--- config.mk ---
export PLATFORM = sky130hd
export DESIGN_NAME = lcbcm_dp
export DESIGN_NICKNAME = d
export VERILOG_FILES = /design/src/design/lcbcm_pkg.sv /design/src/design/lcbcm_dp.sv
export SDC_FILE = /design/constraint.sdc
export NUM_CORES = 2
export LEC_CHECK = 0
export ABC_AREA = 0
export BUFFER_PORTS_ARGS = -buffer_cell sky130_fd_sc_hd__buf_4
export CELL_PAD_IN_SITES_DETAIL_PLACEMENT = 0
export CELL_PAD_IN_SITES_GLOBAL_PLACEMENT = 2
export CORE_ASPECT_RATIO = 0.5
export CORE_MARGIN = 2
export CORE_UTILIZATION = 40
export CTS_CLUSTER_DIAMETER = 100
export DETAILED_ROUTE_END_ITERATION = 10
export HOLD_SLACK_MARGIN = 0.06
export PLACE_DENSITY = 0.8
export SLEW_MARGIN = 20
export SYNTH_ARGS = -nofsm -noshare
export SYNTH_HDL_FRONTEND = slang
export SYNTH_SLANG_ARGS = --single-unit
--- constraint.sdc ---
create_clock -name clk -period 8.9 [get_ports clk]
set_input_delay 1.78 -clock clk [delete_from_list [all_inputs] [get_ports clk]]
set_output_delay 1.78 -clock clk [all_outputs]
set_load 0.01 [all_outputs]
--- src/design/lcbcm_pkg.sv ---
package lcbcm_pkg;

  localparam int LEVEL_W = 5;
  localparam int COST_W  = 21;
  localparam int MANT_W  = 32;   // Q1.31 mantissa
  localparam int EXP_W   = 5;    // integer part of a log2
  localparam int PRIOR_DEPTH = 22;

  localparam logic [COST_W-1:0] COST_MAX = '1;

  localparam logic CMD_UPDATE = 1'b0;
  localparam logic CMD_QUERY  = 1'b1;

  localparam logic SEL_ALL = 1'b0;
  localparam logic SEL_NUM = 1'b1;

  localparam logic [7:0] PRIOR_ZEROS [PRIOR_DEPTH] = '{
    8'd20, 8'd17, 8'd15, 8'd10, 8'd5, 8'd4, 8'd3, 8'd2, 8'd1, 8'd1, 8'd1,
    8'd1,  8'd1,  8'd1,  8'd1,  8'd1, 8'd1, 8'd1, 8'd1, 8'd1, 8'd1, 8'd1
  };
  localparam logic [7:0] PRIOR_ONES [PRIOR_DEPTH] = '{
    8'd1,  8'd1,  8'd1,  8'd1,  8'd1,  8'd1,  8'd1,  8'd1,  8'd1,  8'd2,  8'd3,
    8'd5,  8'd10, 8'd15, 8'd20, 8'd25, 8'd30, 8'd35, 8'd60, 8'd60, 8'd60, 8'd60
  };

  typedef struct packed {
    logic accept;     // take the input word, apply an update
    logic log_start;  // load the log unit
    logic log_sel;    // SEL_ALL or SEL_NUM
    logic norm_step;
    logic sq_step;
    logic save_la;    // keep log2(total)
    logic load_out;   // write the result register
  } dp_cmd_t;

  typedef struct packed {
    logic special;    // out-of-range level or zero count
    logic norm_done;
    logic sq_done;
  } dp_sts_t;

endpackage

--- src/design/lcbcm_dp.sv ---
module lcbcm_dp #(
  parameter int LEVELS     = 22,
  parameter int COUNT_BITS = 24,
  parameter int FRAC_BITS  = 16
) (
  input  logic                             clk,
  input  logic                             rst,
  input  logic                             child,
  input  logic [lcbcm_pkg::LEVEL_W-1:0]    level,
  input  logic                             cmd,
  input  lcbcm_pkg::dp_cmd_t               ctl,
  output lcbcm_pkg::dp_sts_t               sts,
  output logic [lcbcm_pkg::COST_W-1:0]     cost_bits
);

  localparam int LVL_IW = (LEVELS > 1) ? $clog2(LEVELS) : 1;
  localparam int IT_W   = $clog2(FRAC_BITS + 1);
  localparam int MW     = lcbcm_pkg::MANT_W;
  localparam int LOG_W  = lcbcm_pkg::EXP_W + FRAC_BITS;
  localparam int WIDE_W = (LOG_W > lcbcm_pkg::COST_W) ? LOG_W : lcbcm_pkg::COST_W;
  localparam logic [COUNT_BITS-1:0] COUNT_MAX = '1;

  logic [COUNT_BITS-1:0] ones_count [LEVELS];
  logic [COUNT_BITS-1:0] all_count  [LEVELS];

  logic                  in_range;
  logic [LVL_IW-1:0]     idx;
  logic [COUNT_BITS-1:0] rd_ones, rd_all, num_next;

  logic [COUNT_BITS-1:0] all_q, num_q;
  logic                  oor_q, zero_q;

  logic [MW-1:0]         m_q;
  logic [lcbcm_pkg::EXP_W-1:0] e_q;
  logic [FRAC_BITS-1:0]  frac_q;
  logic [IT_W-1:0]       it_q;
  logic [LOG_W-1:0]      la_q, lb;
  logic [2*MW-1:0]       sq_prod;
  logic [MW:0]           sq_t;
  logic [WIDE_W-1:0]     diff_w;
  logic [lcbcm_pkg::COST_W-1:0] cost_next;

  assign in_range = (level < lcbcm_pkg::LEVEL_W'(LEVELS));
  assign idx      = level[LVL_IW-1:0];
  assign rd_ones  = in_range ? ones_count[idx] : '0;
  assign rd_all   = in_range ? all_count[idx]  : '0;
  assign num_next = child ? rd_ones : ((rd_all >= rd_ones) ? rd_all - rd_ones : '0);

  // context counters, saturating on the total
  always_ff @(posedge clk) begin
    if (rst) begin
      for (int i = 0; i < LEVELS; i++) begin
        ones_count[i] <= COUNT_BITS'(lcbcm_pkg::PRIOR_ONES[i]);
        all_count[i]  <= COUNT_BITS'(lcbcm_pkg::PRIOR_ONES[i] + lcbcm_pkg::PRIOR_ZEROS[i]);
      end
    end else if (ctl.accept && cmd == lcbcm_pkg::CMD_UPDATE && in_range &&
                 rd_all != COUNT_MAX) begin
      all_count[idx] <= rd_all + COUNT_BITS'(1);
      if (child) begin
        ones_count[idx] <= rd_ones + COUNT_BITS'(1);
      end
    end
  end

  // operand capture
  always_ff @(posedge clk) begin
    if (ctl.accept) begin
      all_q  <= rd_all;
      num_q  <= num_next;
      oor_q  <= !in_range;
      zero_q <= (num_next == '0) || (rd_all == '0);
    end
  end

  // shared log2 unit: normalize, then square FRAC_BITS times
  assign sq_prod = m_q * m_q;
  assign sq_t    = sq_prod[2*MW-1:MW-1];

  always_ff @(posedge clk) begin
    if (ctl.log_start) begin
      m_q    <= (ctl.log_sel == lcbcm_pkg::SEL_NUM) ? MW'(num_q) : MW'(all_q);
      e_q    <= lcbcm_pkg::EXP_W'(MW - 1);
      frac_q <= '0;
      it_q   <= '0;
    end else if (ctl.norm_step) begin
      if (m_q[MW-1 -: 4] == 4'd0) begin
        m_q <= m_q << 4;
        e_q <= e_q - lcbcm_pkg::EXP_W'(4);
      end else begin
        m_q <= m_q << 1;
        e_q <= e_q - lcbcm_pkg::EXP_W'(1);
      end
    end else if (ctl.sq_step) begin
      frac_q <= {frac_q[FRAC_BITS-2:0], sq_t[MW]};
      m_q    <= sq_t[MW] ? sq_t[MW:1] : sq_t[MW-1:0];
      it_q   <= it_q + IT_W'(1);
    end
  end

  always_ff @(posedge clk) begin
    if (ctl.save_la) begin
      la_q <= {e_q, frac_q};
    end
  end

  assign lb     = {e_q, frac_q};
  assign diff_w = WIDE_W'(la_q) - WIDE_W'(lb);

  always_comb begin
    priority if (oor_q) begin
      cost_next = '0;
    end else if (zero_q) begin
      cost_next = lcbcm_pkg::COST_MAX;
    end else if (la_q <= lb) begin
      cost_next = '0;
    end else if (diff_w > WIDE_W'(lcbcm_pkg::COST_MAX)) begin
      cost_next = lcbcm_pkg::COST_MAX;
    end else begin
      cost_next = diff_w[lcbcm_pkg::COST_W-1:0];
    end
  end

  always_ff @(posedge clk) begin
    if (ctl.load_out) begin
      cost_bits <= cost_next;
    end
  end

  assign sts.special   = oor_q || zero_q;
  assign sts.norm_done = m_q[MW-1];
  assign sts.sq_done   = (it_q == IT_W'(FRAC_BITS));

endmodule

==> results.cfg <==
[global_route]
globalRoute.busiestLayer = met2
gr-usage-met1_pct = 35.1
number_of_global_route_vias_before_repair = 60434
groute.usage.overall_pct = 24.2
grt_start_max_net_pins = 80
met3_usage_pct = 4.10
number_of_antenna_violations_at_the_first_check_in_global_routing = 8
grt_overflow = 0
grt_first_pass_wirelength_mm = 412
global_route.usage.met2_pct = 38.6

[synthesis]
sequential_area_share_after_synthesis_pct = 44.3
area_share_of_the_largest_cell_type_after_synthesis_pct = 43.7
synth.lib_cells_used.distinct = 99
yosys.cell_count.top_type = sky130_fd_sc_hd__edfxtp_1
synth-warning-count = 0
number_of_flip_flops_and_latches_in_the_synthesized_netlist = 1342
yosys-top-cells-area = sky130_fd_sc_hd__edfxtp_1 44%, sky130_fd_sc_hd__fa_1 18%, sky130_fd_sc_hd__mux4_2 5.5%, sky130_fd_sc_hd__nor2_1 4.7%, sky130_fd_sc_hd__ha_1 4.7%
netlist.top_cell.by_area = sky130_fd_sc_hd__edfxtp_1
syn-cell-area_um2 = 90400
async_reset_ff_share_pct = 0
dominantRegCellSynth = sky130_fd_sc_hd__edfxtp_1
synth_area_per_cell_um2 = 12.0
synth_cell_count_leaders = 1316 x sky130_fd_sc_hd__edfxtp_1, 1141 x sky130_fd_sc_hd__nor2_1, 1067 x sky130_fd_sc_hd__inv_1
synthesis.instances = 7539
synth_enable_flop_cells = 1316

[clocking]
cts_buffers = 138
worst_skew_pair.late_latency_ns = 0.80
cts_tree = done
cts_hold_repair.buffers = 0
cts.sinks = 1342
clk_path_buf_depth = 3
clock_tree.htree_level_count = 4
cts-root-buf = sky130_fd_sc_hd__clkbuf_16
clk_pin_slew_ns = 0.07

[critical_path]
r2r-start = m_q[24]$_SDFFCE_PP0P_
timing_worst_setup_path_type = flip-flop to flip-flop
worst_setup_path_end_kind = flip-flop
slowest_stage_cell_crit_path = sky130_fd_sc_hd__fa_1
crit_required_ns = 9.36
path_max_fanout = 16
startpoint = m_q[24]$_SDFFCE_PP0P_
critPathMaxStageDelay_ns = 0.53
cpMostUsedCell = sky130_fd_sc_hd__fa_1
startpoint_type = flip-flop
arrival_ns = 9.12

[place]
io_buffers = 39
place_hpwl_mm = 196
gpl.final_weighted_congestion = 0.884
detailedPlace.worstSlack_ns = -0.0261

[timing]
setup_viol_count_final = 0
worst_pin_slew_ns = 1.16
setup_slack_of_the_critical_path_after_layout_ns = 0.242
clock_skew_ns = 0.0510
report.final.slew_viol_count = 0
post-route-min-period_ns = 8.66
max_clock_freq_ghz = 0.116
timing_hold_violations_final = 0
timing.slew.headroom_pct = 22.4
fin_crit_sh_pct = 97.3

[routing]
routed_via_density = 5.48
routed_wl_mm = 278
dr.first_iter.drc_count = 6236
drc_errors = 0
detailedRoute.firstPassIterationCount = 6
total_vias_in_the_final_route = 59156
antenna_violating_nets_post_route = 0
wl_per_cell_um = 25.8

[floorplan]
boundaryPins = 40
die_area_um2 = 230000
fp-row-count = 123
core_um2 = 225000
die_height_um = 340
chipWidth_um = 676
initial_core_utilization_pct = 40.2

[layout]
final_nets = 8841
p_r_area_growth_vs_syn_pct = 11.0
fraction_of_final_layout_cells_sized_beyond_drive_strength_1_pct = 11.8

[hold_path]
class_of_the_worst_hold_path = flip-flop to flip-flop
hold_path_startpoint = e_q[4]$_SDFFE_PP1P_

[job]
cap_viol_max_count = 0

[run_status]
result_of_the_run = completed
## cell usage in the layout (no fill, tap or decap), drive strengths merged, types with 23 or more instances in the layout
| master | instances |
|---|---|
| a211oi | 35 |
| a21o | 37 |
| a21oi | 152 |
| a221oi | 24 |
| a22oi | 110 |
| a31oi | 52 |
| and2 | 219 |
| buf | 355 |
| clkbuf | 175 |
| clkinv | 56 |
| conb | 136 |
| dfxtp | 26 |
| edfxtp | 1316 |
| fa | 797 |
| ha | 339 |
| inv | 1077 |
| mux2i | 120 |
| mux4 | 270 |
| nand2 | 548 |
| nand2b | 47 |
| nand3 | 76 |
| nand4 | 45 |
| nor2 | 1141 |
| nor2b | 25 |
| nor3 | 36 |
| o21ai | 87 |
| o21bai | 37 |
| o22ai | 36 |
| or2 | 23 |
| xnor2 | 95 |
| xor2 | 56 |
## critical path, delay by kind of cell (launching register included)
family,cells,cell delay [ns]
fa+ha+maj,9,4.05
compound gates,6,1.56
buf+inv,9,1.33
simple gates,3,0.59
flops,1,0.39
mux,1,0.21
xor+xnor,1,0.16
## repair_timing
action | in CTS | in global routing
pin swaps | 0 | 5
setup endpoints to repair | 7 | 31
gates resized for setup | 2 | 14
cloned | 0 | 1
buffers inserted | 0 | 4
## metal layers
layer,up-vias,routed length [um]
met4,2,5990
li1,25642,-
met1,30606,120000
met2,2590,128000
met5,-,13
met3,316,24400
## sequential cells by signal, summed over array words and instances (netlist names), 16 cells and up
register / cells
all_q: 24
la_q: 21
num_q: 24
m_q: 32
frac_q: 16
all_count: 592
ones_count: 600
cost_bits: 21
## final cells by class
class | count | area, um^2
Fill cell | 20667 | 124000
Multi-Input combinational cell | 4777 | 45000
Sequential cell | 1342 | 40000
Inverter | 1074 | 4030
Tap cell | 3000 | 3750
Clock buffer | 174 | 3650
Timing Repair Buffer | 356 | 3230
Clock inverter | 70 | 666
Antenna cell | 4 | 10.0
## cells by family after synthesis
family	share of synthesized area, %
and+or+nand+nor	11.0
buffers and inverters	7.14
DFF	44.3
adders and majority gates	22.3
AOI/OAI and AO/OA	5.20
muxes	8.51
xor gates and xnor gates	1.49
other	0.00415
## stage by stage
stage | instance area (um^2) | instances | hold WS [ns] | util (%) | TNS, ns
2_1_floorplan | 90900 | 7674 | 0.408 | - | 0
3_3_place_gp | 95700 | 10538 | 0.438 | 42.6 | -0.0559
3_5_place_dp | 95800 | 10540 | 0.438 | 42.6 | -0.0423
4_1_cts | 100000 | 10784 | 0.452 | 44.6 | 0
5_1_grt | 100000 | 10794 | 0.473 | 44.7 | -0.0125
6_report | 100000 | 10797 | 0.463 | 44.7 | 0
## path summary, 6_finish.rpt
| path | end | cells past startpoint | slack (ns) |
|---|---|---|---|
| worst min register to register | la_q[20]$_DFFE_PP_ | 0 | 0.46 |
| worst min-delay path | la_q[20]$_DFFE_PP_ | 0 | 0.46 |
| worst max-delay path | m_q[6]$_DFFE_PP_ | 29 | 0.24 |
| worst max register to register | m_q[6]$_DFFE_PP_ | 29 | 0.24 |
Power is left out: the tool's default activity adds up to more than one toggle a clock period on the data nets, which glitch-free logic cannot reach.
